--- config.mk ---
export PLATFORM = sky130hd
export DESIGN_NAME = tilt_angle_settle_detector_core
export DESIGN_NICKNAME = d
export VERILOG_FILES = /design/src/hw/rtl/tasd_pkg.sv /design/src/hw/rtl/tasd_ctrl.sv /design/src/hw/rtl/tasd_datapath.sv /design/src/hw/rtl/tilt_angle_settle_detector_core.sv
export SDC_FILE = /design/constraint.sdc
export NUM_CORES = 1
export LEC_CHECK = 0
export BUFFER_PORTS_ARGS = -buffer_cell sky130_fd_sc_hd__buf_4
export CAP_MARGIN = 5
export CORE_MARGIN = 4
export CORE_UTILIZATION = 35
export CTS_BUF_LIST = sky130_fd_sc_hd__clkbuf_4 sky130_fd_sc_hd__clkbuf_8
export DETAILED_ROUTE_END_ITERATION = 8
export PLACE_DENSITY = 0.58
export RECOVER_POWER = 50
export SYNTH_ARGS = -nofsm -noshare
export SYNTH_HDL_FRONTEND = slang
export SYNTH_HIERARCHICAL = 1
export SYNTH_SLANG_ARGS = --single-unit
--- constraint.sdc ---
create_clock -name clock -period 8.5 [get_ports clock]
set_clock_uncertainty 0.2 [all_clocks]
set_input_delay 0.85 -clock clock [delete_from_list [all_inputs] [get_ports clock]]
set_output_delay 0.85 -clock clock [all_outputs]
set_load 0.05 [all_outputs]
--- src/hw/rtl/tasd_pkg.sv ---
// Package: shared constants, command/status types and state encoding for the tilt detector.
`timescale 1ns / 1ps

package tasd_pkg;

   localparam int SAMPLE_BITS     = 10;
   localparam int ANGLE_FRAC_BITS = 4;
   localparam int CORDIC_STEPS    = 14;

   localparam int TABLE_FRAC  = 16;
   localparam int DELTA_W     = SAMPLE_BITS + 1;
   // CORDIC gain times sqrt(2) stays below 4
   localparam int XY_W        = DELTA_W + TABLE_FRAC + 2;
   localparam int ACC_W       = 10 + TABLE_FRAC + 1;
   localparam int STEP_W      = $clog2(CORDIC_STEPS);
   localparam int SQ_W        = 2 * SAMPLE_BITS;
   localparam int ANGLE_W     = 13;
   localparam int DIFF_W      = ANGLE_W + 2;
   localparam int ROUND_SHIFT = TABLE_FRAC - ANGLE_FRAC_BITS;
   localparam int TOL_W       = 13;
   localparam int ATAN_DEPTH  = 20;
   localparam int ATAN_IDX_W  = $clog2(ATAN_DEPTH);

   localparam logic [DELTA_W-1:0] MIDSCALE  = DELTA_W'(1 << (SAMPLE_BITS - 1));
   localparam logic [SQ_W:0]      MAG_LIMIT = (SQ_W + 1)'(1) << (2 * SAMPLE_BITS - 2);
   localparam logic signed [DIFF_W-1:0] FULL_TURN = DIFF_W'(360 << ANGLE_FRAC_BITS);
   localparam logic signed [ACC_W-1:0]  HALF_TURN_Q = ACC_W'(180 << TABLE_FRAC);
   localparam logic signed [ACC_W-1:0]  ROUND_BIAS = ACC_W'(1 << (ROUND_SHIFT - 1));

   // atan(2^-i) in degrees, 16 fractional bits
   localparam logic signed [ACC_W-1:0] ATAN_TABLE [ATAN_DEPTH] = '{
      ACC_W'(2949120), ACC_W'(1740967), ACC_W'(919879), ACC_W'(466945),
      ACC_W'(234379),  ACC_W'(117304),  ACC_W'(58666),  ACC_W'(29335),
      ACC_W'(14668),   ACC_W'(7334),    ACC_W'(3667),   ACC_W'(1833),
      ACC_W'(917),     ACC_W'(458),     ACC_W'(229),    ACC_W'(115),
      ACC_W'(57),      ACC_W'(29),      ACC_W'(14),     ACC_W'(7)
   };

   localparam int CSR_ADDR_W = 3;
   localparam logic CSR_IDX_TOLERANCE = 1'b0;
   localparam logic [TOL_W-1:0] TOL_RESET = TOL_W'(80);

   typedef enum logic [2:0] {
      ST_IDLE,
      ST_PREP,
      ST_CHECK,
      ST_ITER,
      ST_ROUND,
      ST_WRAP,
      ST_SETTLE
   } tasd_state_type;

   typedef struct packed {
      logic              capture;
      logic              prep;
      logic              step;
      logic [STEP_W-1:0] step_idx;
      logic              round;
      logic              prime;
      logic              wrap;
      logic              commit;
      logic              emit;
   } tasd_cmd_type;

   typedef struct packed {
      logic too_big;
      logic primed;
      logic hit;
   } tasd_status_type;

endpackage

--- src/hw/rtl/tasd_ctrl.sv ---
// Controller: sequences one word through magnitude check, CORDIC, wrap and settle test.
`timescale 1ns / 1ps

module tasd_ctrl import tasd_pkg::*; (
   input  logic            clock,
   input  logic            reset,
   input  logic            req_valid,
   output logic            req_stall,
   output logic            rsp_valid,
   input  logic            rsp_stall,
   input  tasd_status_type status,
   output tasd_cmd_type    cmd
);

   tasd_state_type    state_ff, state_in;
   logic [STEP_W-1:0] step_ff, step_in;
   logic              rsp_valid_ff, rsp_valid_in;
   logic              out_free;

   assign out_free  = !rsp_valid_ff || !rsp_stall;
   assign rsp_valid = rsp_valid_ff;

   always_comb begin
      state_in = state_ff;
      unique case (state_ff)
         ST_IDLE:   if (req_valid) state_in = ST_PREP;
         ST_PREP:   state_in = ST_CHECK;
         ST_CHECK:  state_in = (status.primed && status.too_big) ? ST_IDLE : ST_ITER;
         ST_ITER:   if (step_ff == STEP_W'(CORDIC_STEPS - 1)) state_in = ST_ROUND;
         ST_ROUND:  state_in = ST_WRAP;
         ST_WRAP:   state_in = status.primed ? ST_SETTLE : ST_IDLE;
         ST_SETTLE: if (out_free) state_in = ST_IDLE;
         default:   state_in = ST_IDLE;
      endcase
   end

   always_comb begin
      cmd       = '0;
      req_stall = 1'b1;
      step_in   = step_ff;
      unique case (state_ff)
         ST_IDLE: begin
            req_stall   = 1'b0;
            cmd.capture = req_valid;
         end
         ST_PREP: begin
            cmd.prep = 1'b1;
            step_in  = '0;
         end
         ST_CHECK: begin
         end
         ST_ITER: begin
            cmd.step     = 1'b1;
            cmd.step_idx = step_ff;
            step_in      = step_ff + 1'b1;
         end
         ST_ROUND: cmd.round = 1'b1;
         ST_WRAP: begin
            cmd.prime = !status.primed;
            cmd.wrap  = status.primed;
         end
         ST_SETTLE: begin
            cmd.commit = out_free;
            cmd.emit   = out_free && status.hit;
         end
         default: begin
         end
      endcase
   end

   always_comb begin
      rsp_valid_in = rsp_valid_ff;
      if (rsp_valid_ff && !rsp_stall) rsp_valid_in = 1'b0;
      if (cmd.emit) rsp_valid_in = 1'b1;
   end

   always_ff @(posedge clock) begin
      if (reset) begin
         state_ff     <= ST_IDLE;
         step_ff      <= '0;
         rsp_valid_ff <= 1'b0;
      end else begin
         state_ff     <= state_in;
         step_ff      <= step_in;
         rsp_valid_ff <= rsp_valid_in;
      end
   end

   a_step_range: assert property (@(posedge clock) disable iff (reset)
      state_ff == ST_ITER |-> step_ff < STEP_W'(CORDIC_STEPS))
      else $error("CORDIC step counter out of range");

   a_accept_starts: assert property (@(posedge clock) disable iff (reset)
      (state_ff == ST_IDLE && req_valid) |=> state_ff == ST_PREP)
      else $error("accepted word did not start processing");

   a_commit_free: assert property (@(posedge clock) disable iff (reset)
      cmd.commit |-> !(rsp_valid_ff && rsp_stall))
      else $error("state committed while output register blocked");

   a_check_exit: assert property (@(posedge clock) disable iff (reset)
      state_ff == ST_CHECK |=> (state_ff == ST_IDLE || state_ff == ST_ITER))
      else $error("bad exit from magnitude check");

endmodule

--- src/hw/rtl/tasd_datapath.sv ---
// Datapath: sample capture, magnitude test, iterative CORDIC, wrap and settle tracking.
`timescale 1ns / 1ps

module tasd_datapath import tasd_pkg::*; (
   input  logic                   clock,
   input  logic                   reset,
   input  tasd_cmd_type           cmd,
   output tasd_status_type        status,
   input  logic [SAMPLE_BITS-1:0] x_sample,
   input  logic [SAMPLE_BITS-1:0] y_sample,
   input  logic                   button_level,
   input  logic [TOL_W-1:0]       tolerance,
   output logic [ANGLE_W-1:0]     tilt_angle
);

   logic [SAMPLE_BITS-1:0]     xs_ff, ys_ff;
   logic                       button_ff;
   logic [SQ_W-1:0]            sqx_ff, sqy_ff;
   logic                       zero_ff;
   logic signed [XY_W-1:0]     x_ff, y_ff, x_in, y_in;
   logic signed [ACC_W-1:0]    acc_ff, acc_in;
   logic signed [ANGLE_W-1:0]  raw_ff;
   logic [ANGLE_W-1:0]         act_ff, act_in;
   logic [ANGLE_W-1:0]         angle_out_ff;

   logic                       primed_ff;
   logic signed [ANGLE_W-1:0]  tare_ff;
   logic [ANGLE_W-1:0]         last_ff, before_ff;
   logic                       last_button_ff;

   logic signed [DELTA_W-1:0]  dx, dy;
   logic [SAMPLE_BITS-1:0]     adx, ady;
   logic signed [XY_W-1:0]     dx_q, dy_q, sx, sy;
   logic signed [ACC_W-1:0]    acc_rnd;
   logic signed [DIFF_W-1:0]   d0, d1, d2, d3;
   logic signed [ANGLE_W:0]    da, db;
   logic [ANGLE_W-1:0]         abs_a, abs_b;

   // centered samples and their magnitudes
   assign dx   = signed'({1'b0, xs_ff}) - signed'(MIDSCALE);
   assign dy   = signed'({1'b0, ys_ff}) - signed'(MIDSCALE);
   assign adx  = dx[DELTA_W-1] ? SAMPLE_BITS'(-dx) : SAMPLE_BITS'(dx);
   assign ady  = dy[DELTA_W-1] ? SAMPLE_BITS'(-dy) : SAMPLE_BITS'(dy);
   assign dx_q = XY_W'(dx) <<< TABLE_FRAC;
   assign dy_q = XY_W'(dy) <<< TABLE_FRAC;

   assign status.too_big = ({1'b0, sqx_ff} + {1'b0, sqy_ff}) >= MAG_LIMIT;
   assign status.primed  = primed_ff;

   // CORDIC rotation on atan2(-dx, -dy): x gets -dy, y gets -dx
   assign sx = x_ff >>> cmd.step_idx;
   assign sy = y_ff >>> cmd.step_idx;

   always_comb begin
      x_in   = x_ff;
      y_in   = y_ff;
      acc_in = acc_ff;
      if (cmd.prep) begin
         if (dy > 0) begin
            // left half plane: negate vector, start from +/-180
            x_in   = dy_q;
            y_in   = dx_q;
            acc_in = (dx <= 0) ? HALF_TURN_Q : -HALF_TURN_Q;
         end else begin
            x_in   = -dy_q;
            y_in   = -dx_q;
            acc_in = '0;
         end
      end else if (cmd.step) begin
         if (y_ff > 0) begin
            x_in   = x_ff + sy;
            y_in   = y_ff - sx;
            acc_in = acc_ff + ATAN_TABLE[ATAN_IDX_W'(cmd.step_idx)];
         end else begin
            x_in   = x_ff - sy;
            y_in   = y_ff + sx;
            acc_in = acc_ff - ATAN_TABLE[ATAN_IDX_W'(cmd.step_idx)];
         end
      end
   end

   assign acc_rnd = acc_ff + ROUND_BIAS;

   // difference to tare reduced into (0, full turn]
   always_comb begin
      d0 = DIFF_W'(raw_ff) - DIFF_W'(tare_ff);
      d1 = (d0 < 0) ? d0 + FULL_TURN : d0;
      d2 = (d1 < 0) ? d1 + FULL_TURN : d1;
      d3 = (d2 >= FULL_TURN) ? d2 - FULL_TURN : d2;
      act_in = (d3 == 0) ? ANGLE_W'(FULL_TURN) : ANGLE_W'(d3);
   end

   assign da    = signed'({1'b0, act_ff}) - signed'({1'b0, last_ff});
   assign db    = signed'({1'b0, before_ff}) - signed'({1'b0, last_ff});
   assign abs_a = da[ANGLE_W] ? ANGLE_W'(-da) : ANGLE_W'(da);
   assign abs_b = db[ANGLE_W] ? ANGLE_W'(-db) : ANGLE_W'(db);
   assign status.hit = (abs_a <= tolerance) && (abs_b >= tolerance);

   assign tilt_angle = angle_out_ff;

   always_ff @(posedge clock) begin
      if (cmd.capture) begin
         xs_ff     <= x_sample;
         ys_ff     <= y_sample;
         button_ff <= button_level;
      end
      if (cmd.prep) begin
         sqx_ff  <= adx * adx;
         sqy_ff  <= ady * ady;
         zero_ff <= (dx == 0) && (dy == 0);
      end
      x_ff   <= x_in;
      y_ff   <= y_in;
      acc_ff <= acc_in;
      if (cmd.round) raw_ff <= zero_ff ? '0 : acc_rnd[ROUND_SHIFT +: ANGLE_W];
      if (cmd.wrap) act_ff <= act_in;
      if (cmd.emit) angle_out_ff <= act_ff;
   end

   always_ff @(posedge clock) begin
      if (reset) begin
         primed_ff      <= 1'b0;
         tare_ff        <= '0;
         last_ff        <= '0;
         before_ff      <= '0;
         last_button_ff <= 1'b1;
      end else begin
         if (cmd.prime) begin
            tare_ff   <= raw_ff;
            primed_ff <= 1'b1;
         end
         if (cmd.commit) begin
            // falling button edge retares after this word used the old offset
            if (last_button_ff && !button_ff) tare_ff <= raw_ff;
            last_button_ff <= button_ff;
            before_ff      <= last_ff;
            last_ff        <= act_ff;
         end
      end
   end

endmodule

--- src/hw/rtl/tilt_angle_settle_detector_core.sv ---
// Top level: register port, controller and datapath of the tilt angle settle detector.
`timescale 1ns / 1ps

// Each request word carries an X/Y accelerometer pair (midscale means zero g) and
// the tare button level. The first word after reset only captures the tare angle.
// Later words whose centered vector has magnitude of midscale or more are dropped.
// Otherwise the angle is computed by a 14-step iterative vectoring CORDIC, referred
// to the tare angle and wrapped into (0, 360] degrees in 1/16 degree; a falling
// button edge retares. A response word is produced only when the angle has just
// settled within settle_tolerance (register at byte address 0, reset 80). One word
// is processed at a time: a kept word passes through accept, prepare, magnitude
// check, the CORDIC steps, round, wrap and settle test, a dropped word through
// accept, prepare and magnitude check only. A new word is accepted while a finished
// response still waits in the output register; a kept word then holds in its
// settle step until that response has been taken.
module tilt_angle_settle_detector_core import tasd_pkg::*; (
   input  logic                   clock,
   input  logic                   reset,
   input  logic                   req_valid,
   output logic                   req_stall,
   input  logic [SAMPLE_BITS-1:0] req_x_sample,
   input  logic [SAMPLE_BITS-1:0] req_y_sample,
   input  logic                   req_button_level,
   output logic                   rsp_valid,
   input  logic                   rsp_stall,
   output logic [ANGLE_W-1:0]     rsp_tilt_angle,
   input  logic                   csr_psel,
   input  logic                   csr_penable,
   input  logic                   csr_pwrite,
   input  logic [CSR_ADDR_W-1:0]  csr_paddr,
   input  logic [31:0]            csr_pwdata,
   output logic [31:0]            csr_prdata,
   output logic                   csr_pready
);

   logic [TOL_W-1:0] tolerance_ff, tolerance_in;
   logic             csr_wr;
   tasd_cmd_type     cmd;
   tasd_status_type  status;

   assign csr_pready = 1'b1;
   assign csr_wr     = csr_psel && csr_penable && csr_pwrite && csr_pready;

   always_comb begin
      tolerance_in = tolerance_ff;
      if (csr_wr && csr_paddr[2] == CSR_IDX_TOLERANCE) tolerance_in = csr_pwdata[TOL_W-1:0];
   end

   always_comb begin
      unique case (csr_paddr[2])
         CSR_IDX_TOLERANCE: csr_prdata = {{(32 - TOL_W){1'b0}}, tolerance_ff};
         default:           csr_prdata = '0;
      endcase
   end

   always_ff @(posedge clock) begin
      if (reset) begin
         tolerance_ff <= TOL_RESET;
      end else begin
         tolerance_ff <= tolerance_in;
      end
   end

   tasd_ctrl u_ctrl (
      .clock     (clock),
      .reset     (reset),
      .req_valid (req_valid),
      .req_stall (req_stall),
      .rsp_valid (rsp_valid),
      .rsp_stall (rsp_stall),
      .status    (status),
      .cmd       (cmd)
   );

   tasd_datapath u_datapath (
      .clock        (clock),
      .reset        (reset),
      .cmd          (cmd),
      .status       (status),
      .x_sample     (req_x_sample),
      .y_sample     (req_y_sample),
      .button_level (req_button_level),
      .tolerance    (tolerance_ff),
      .tilt_angle   (rsp_tilt_angle)
   );

endmodule

# ---- Word-level counts from Yosys, hierarchy flattened
# Memories as Yosys holds them, arrays and structs flattened.
# Index checks and enable logic that the tools add are counted.
dict set report totals {
  ff_bits 248
  mem_bits_ro 864
  input_bits 63
  output_inout_bits 48
  word_cells 135
  n_memories 1
}
dict set report op_classes {
  n_addsub 23
  mul 2
  n_lt_le_gt_ge 10
  eq_ne 10
  shifts 2
  mux 42
  bitwise 2
  reduce_logical 22
}
# memory words width rd rd_clocked_by_memory_dff write_ports line
set mem_list {}
lappend mem_list {{(name not given)} 32 27 1 0 0 tasd_datapath.sv:73} ;# acc_in = acc_ff + ATAN_TABLE[ATAN_IDX_W'(cmd.step_idx)];
# op count
set op_table {}
lappend op_table {{two-way mux 29 bit} 8}
lappend op_table {{two-way mux 27 bit} 7}
lappend op_table {{logical NOT 32 bit} 3}
lappend op_table {{two-way mux 13 bit} 6}
lappend op_table {{adder 29 bit} 2}
lappend op_table {{negator 27 -> 29 bit} 2}
lappend op_table {{>>> shifter 29 x 4 -> 29 bit} 2}
lappend op_table {{subtractor 29 bit} 2}
lappend op_table {{two-way mux 15 bit} 3}
lappend op_table {{subtractor 13 x 13 -> 14 bit} 3}
lappend op_table {{multiplier 10 x 10 -> 20 bit} 2}
lappend op_table {{greater-than comparator 29 x 1 -> 1 bit (second input constant)} 1}
lappend op_table {{adder 27 bit} 1}
lappend op_table {{subtractor 27 bit} 1}
lappend op_table {{negator 13 bit} 2}
lappend op_table {{adder 25 x 13 -> 25 bit (second input constant)} 1}
lappend op_table {{subtractor 10 x 10 -> 11 bit (second input constant)} 2}
lappend op_table {{adder 20 x 20 -> 21 bit} 1}
lappend op_table {{>= comparator 21 x 19 -> 1 bit (second input constant)} 1}
lappend op_table {{case mux 3 bit (7 select lines)} 1}
lappend op_table {{two-way mux 10 bit} 2}
lappend op_table {{negator 10 bit} 2}
lappend op_table {{adder 14 x 14 -> 15 bit (second input constant)} 1}
lappend op_table {{adder 15 x 14 -> 15 bit (second input constant)} 1}
lappend op_table {{other kinds (29)} 56}

# ---- Depth between registers and ports, before layout
dict set report logic_depth {
  depth_word 10
  ltp_mapped 33
  mapped_depth_nobuf 31
}

# ---- Modules after synthesis
# Netlist, hierarchy kept.
# mod instances cells_per_inst area_each_um2 seq_area_each_um2
set by_module_without_submodules {}
lappend by_module_without_submodules {tasd_datapath 1 2847 25642.1 6226.0}
lappend by_module_without_submodules {tilt_angle_settle_detector_core 1 93 842.1 260.2}
lappend by_module_without_submodules {tasd_ctrl 1 73 526.8 160.2}

# ---- Least setup slack after synthesis
# No wires, ideal clock.
dict set report synth_timing {
  path_type {register to register}
  startpoint {reg u_ctrl.state_ff[0]}
  endpoint {reg u_datapath.acc_ff[24], data pin}
  setup_ns 0.267
  arrival_time_ns 6.651
  t_required_ns 8.033
  setup_slack_ns 1.382
  path_stages_with_launch 33
  n_path_buf 5
  period_less_slack_ns 7.118
  cell_sequence {dfxtp_1 > nand2_1 > nor2_1 > and2_1 > buf_4 > buf_2 > buf_4 > buf_2 > clkbuf_1 > inv_1 > ha_1 > nor2_1 > nor3_1 > a31oi_1 > nand3_1 > or3_1 > or4b_1 > nand2_1 > xor2_1 > ha_1 > and2_1 > a22o_1 > or2_2 > a21oi_1 > o311ai_0 > a31oi_1 > a21oi_1 > a21o_1 > a21oi_1 > nand2_1 > a31oi_1 > xnor2_1 > o21ai_0}
}
# item line
set synth_rtl {}
lappend synth_rtl {{from (decl)} tasd_ctrl.sv:15} ;# tasd_state_type state_ff, state_in;
lappend synth_rtl {{from (signal assigned)} tasd_ctrl.sv:83} ;# state_ff <= state_in;
lappend synth_rtl {{to (signal assigned)} tasd_datapath.sv:114} ;# acc_ff <= acc_in;
lappend synth_rtl {{to (decl)} tasd_datapath.sv:21} ;# logic signed [ACC_W-1:0] acc_ff, acc_in;

# ---- Worst setup path after layout
dict set report layout_timing {
  startpoint {reg u_datapath.xs_ff[0]}
  endpoint {reg u_datapath.sqx_ff[18], data pin}
}
dict set report layout_via {
  elab_chain_len 4
}
# item line
set layout_rtl {}
lappend layout_rtl {{from (decl)} tasd_datapath.sv:16} ;# logic [SAMPLE_BITS-1:0] xs_ff, ys_ff;
lappend layout_rtl {{from (signal assigned)} tasd_datapath.sv:103} ;# xs_ff <= x_sample;
lappend layout_rtl {{subtractor 10 x 10 -> 11 bit (*)} tasd_datapath.sv:40} ;# assign dx = signed'({1'b0, xs_ff}) - signed'(MIDSCALE);
lappend layout_rtl {{negator 10 bit} tasd_datapath.sv:42} ;# assign adx = dx[DELTA_W-1] ? SAMPLE_BITS'(-dx) : SAMPLE_BITS'(dx);
lappend layout_rtl {{two-way mux 10 bit (*)} tasd_datapath.sv:42}
lappend layout_rtl {{multiplier 10 x 10 -> 20 bit (*)} tasd_datapath.sv:108} ;# sqx_ff <= adx * adx;
lappend layout_rtl {{to (signal assigned)} tasd_datapath.sv:108}
lappend layout_rtl {{to (decl)} tasd_datapath.sv:18} ;# logic [SQ_W-1:0] sqx_ff, sqy_ff;
# Every way passes the cells marked *; elsewhere a longest branch is shown, timed or not.
# A chain may end at the register's enable or synchronous reset.

==> impl_metrics.env <==
export IMPL_h_tree_depth=2
export IMPL_worstRegToRegCells=24
export IMPL_critical_path_startpoint_type="flop"
export IMPL_dpl_cell_area_um2=28500
export IMPL_stdcell_area_um2=29500
export IMPL_power_ir_vdd_worst_mv=0.224
export IMPL_route_antenna_remaining_nets=0
export IMPL_clock_sink_count=242
export IMPL_core_area_um2=76200
export IMPL_drv_slew=176
export IMPL_placement_rows=101
export IMPL_first_iter_violations=1102
export IMPL_cp_slowest_cell="sky130_fd_sc_hd__fa_1"
export IMPL_antenna_violations_before_repair=1
export IMPL_tritoncts="done"
export IMPL_leak_pwr_nw=12.2
export IMPL_synthToLayoutAreaGrowth_pct=9.38
export IMPL_rsz0062_at_grt="no"
export IMPL_crit_path_max_incr_delay_ps=580
export IMPL_crit_path_max_fanout=11
export IMPL_clk_latency_ps=670
export IMPL_setup_tns_ps=0
export IMPL_synth_warning_count=6
export IMPL_grt_pass1_wl_mm=106
export IMPL_postSynth_topFlopCell="sky130_fd_sc_hd__edfxtp_1"
export IMPL_met2_wirelength_mm=29.3
export IMPL_wl_met3_mm=2.87
export IMPL_die_width_um=286
export IMPL_finalSetupViolations=0
export IMPL_cells_along_the_critical_path="inv_1 > ha_1 > nand2_1 > or3_1 > or3_1 > and2_1 > xnor2_1 > buf_4 > nor2_1 > fa_1 > inv_1 > fa_1 > inv_1 > fa_1 > fa_1 > fa_1 > ha_1 > or3_1 > o21ai_0 > o31ai_1 > o41ai_1 > o21bai_1 > a21oi_1 > xnor2_1"
export IMPL_timing_max_cap_violations=5
export IMPL_syn_instance_count=3013
export IMPL_most_common_library_cell_in_the_layout_ignoring_fill_and_taps="sky130_fd_sc_hd__nor2_1"
export IMPL_r2r_end="u_datapath/sqx_ff[18]"
export IMPL_post_synth_instance_area_um2=27000
export IMPL_hold_violations=0
export IMPL_yosysUniqueCellTypes=92
export IMPL_holdPathStages=1
export IMPL_post_cts_repair_setup_buffers=0
export IMPL_drc_errors=0
export IMPL_boundaryPins=111
export IMPL_run_status="finished with violations"
export IMPL_first_pass_iteration_count_of_the_detailed_router=5
export IMPL_layout_area_seq_um2=6650
export IMPL_place_port_buffers=69
export IMPL_synthesis_area_per_instance_um2=8.96
export IMPL_final_cell_mix="sky130_fd_sc_hd__nor2_1 (318), sky130_fd_sc_hd__ha_1 (281), sky130_fd_sc_hd__nand2_1 (256), sky130_fd_sc_hd__inv_1 (245), sky130_fd_sc_hd__xnor2_1 (182)"
export IMPL_synth_seq_area_share_pct=24.6
export IMPL_start_util_pct=35.4
export IMPL_cts_repair_resize_count=0
export IMPL_route_detailed_vias_per_inst=5.11
export IMPL_drive_above_1_share_pct=8.46
export IMPL_failed_checks="capacitance limit, slew limit"
export IMPL_gp_routability_congestion=0.848
export IMPL_die_area_um2=81700
export IMPL_wl_per_cell_um=15.6
export IMPL_route_vias_total=21100
export IMPL_measured_slew_at_the_worst_slew_check_pin_ps=3260
export IMPL_synth_enable_flop_cells=180
export IMPL_dr_max_layer_used="met4"
export IMPL_slew_limit_headroom_pct=-117
export IMPL_setup_worst_path_class="reg2reg"
export IMPL_drt_met1_wl_mm=30.9
export IMPL_power_density_nw_per_um2=382
export IMPL_fill_cells=7791
export IMPL_cp_common_cell="sky130_fd_sc_hd__fa_1"
export IMPL_postSynthRegisterBits=242
export IMPL_worstHoldPathType="in2reg"
export IMPL_fin_crit_ps=7600
export IMPL_hold_path_startpoint="req_x_sample[8]"
export IMPL_timing_hold_worst_endpoint="u_datapath/xs_ff[8]"
export IMPL_hold_buffers=0
export IMPL_post_route_period_util_pct=89.4
export IMPL_floorplan_die_height_um=286
export IMPL_dp_hpwl_mm=49.9
export IMPL_gr_total_overflow=0
export IMPL_clock_root_buffer="sky130_fd_sc_hd__clkbuf_8"
export IMPL_first_global_vias=20400
export IMPL_required_ps=8660
export IMPL_end_kind="flop"
export IMPL_grt_use_total_pct=15.6
export IMPL_grt_max_degree=76
export IMPL_cts_buffer_depth=3
export IMPL_nNetsFinal=3497
export IMPL_cp_arrival_ps=7760
export IMPL_reg2reg_setup_slack_ps=900
export IMPL_multi_input_comb_area_um2=18900
export IMPL_critical_path_reg2reg_startpoint="u_datapath/xs_ff[0]"
export IMPL_numCtsBuffers=48
export IMPL_totalWireLength_mm=64.4
export IMPL_timing_fmax_mhz=132
export IMPL_async_set_or_reset_register_ratio_after_synthesis_pct=0
export IMPL_path_clk_slew_ps=60
[through the flow]
step,power (mW),instances,util [%],hold slack [ps],setup WS (ps)
detailed placement,9.82,4036,37.4,282,1040
global placement,9.76,4036,37.4,274,1060
floorplan,8.21,3031,-,242,1380
finish,11.3,4128,38.8,212,898
global route,12.5,4128,38.8,166,414
CTS,11.4,4126,39.0,127,1010
[state kept, by name (all words and copies together) (netlist names), 3 cells and up]
register and cells:
u_datapath/sqx_ff 18, u_datapath/acc_ff 25, u_datapath/act_ff 13, u_datapath/tilt_angle 13
tolerance_ff 13, u_datapath/before_ff 13, u_datapath/xs_ff 10, u_datapath/x_ff 29
u_datapath/sqy_ff 18, u_ctrl/state_ff 3, u_datapath/ys_ff 10, u_datapath/tare_ff 13
u_datapath/last_ff 13, u_datapath/y_ff 29, u_ctrl/step_ff 4, u_datapath/raw_ff 13
[where the power goes]
part	internal, mW	leakage (nW)	switching [mW]
clock	0.868	0.598	0.589
sequential	1.95	2.18	0.331
combinational	3.37	9.46	4.18
total	6.19	12.2	5.10
[cell type report]
type                            count  area share (%)
Clock inverter                     33            1.40
Sequential cell                   242            22.5
Antenna cell                        2          0.0169
Timing Repair Buffer               95            2.03
Tap cell                         1030            4.36
Clock buffer                       57            2.53
Inverter                          251            3.19
Multi-Input combinational cell   2418            64.0
[kinds of logic (layout without fill, tap and decap cells)]
| group | count (synthesis) | after routing | synth area share, % |
|---|---|---|---|
| xor+xnor | 265 | 265 | 8.59 |
| mux | 174 | 174 | 9.70 |
| buf+inv | 371 | 436 | 5.72 |
| simple gates | 986 | 986 | 17.4 |
| compound gates | 595 | 595 | 13.7 |
| other cells | 2 | 22 | 0.0278 |
| fa+ha+maj | 378 | 378 | 20.2 |
| flops | 242 | 242 | 24.6 |
[cells in the mapped netlist, drive strengths merged (6+ instances only)]
cell type  instances  area [µm²]
nor2             321        1210
ha               281        3520
nand2            256         961
inv              249         935
xnor2            182        1590
a21oi            181         913
edfxtp           180        5410
o21ai            158         791
fa                97        1940
mux2i             83         831
xor2              83         727
clkbuf            67         251
mux4              65        1500
nand2b            63         404
dfxtp             62        1240
nor2b             61         382
nor3              59         307
buf               53         352
nand3             50         250
o21a              46         345
a21o              42         315
or3               36         225
and2              33         206
a31oi             26         175
mux2              26         293
and3              23         144
nor4              19         125
o21bai            19         143
a211oi            18         135
or2               16         100
nand4             13        81.3
o211ai            13         103
o31ai             13        97.6
a21boi            12        90.1
nor3b             12         100
a211o              6        52.6
a22oi              6        45.0
nand3b             6        48.8
[critical path, delay by kind of cell (launching register included)]
kind                     cells  cell delay, ps
AND/OR/NAND/NOR              6            1420
adder cells (fa/ha/maj)      7            3270
AO/OA/AOI/OAI                5            1030
buffers and inverters        4             650
XOR/XNOR                     2             220
flip-flops                   1             530
[metal layers]
| metal | GRT usage, % | vias to the layer above |
|---|---|---|
| li1 | - | 10700 |
| met1 | 21.8 | 9949 |
| met2 | 25.2 | 374 |
| met3 | 2.45 | 94 |
| met4 | 3.76 | 0 |
| met5 | 0 | - |
[worst max-delay path by stage]
stage,from,to,slack [ps],cells past startpoint
floorplan,u_ctrl/state_ff[0],u_datapath/acc_ff[24],1380,32
global placement,u_datapath/xs_ff[0],u_datapath/sqx_ff[18],1060,24
detailed placement,u_datapath/xs_ff[0],u_datapath/sqx_ff[18],1040,24
CTS,u_datapath/xs_ff[0],u_datapath/sqx_ff[18],1010,24
global route,u_ctrl/state_ff[1],u_datapath/acc_ff[24],410,26
finish,u_datapath/xs_ff[0],u_datapath/sqx_ff[18],900,24
Note: power is estimated with default switching activity, not from simulation.
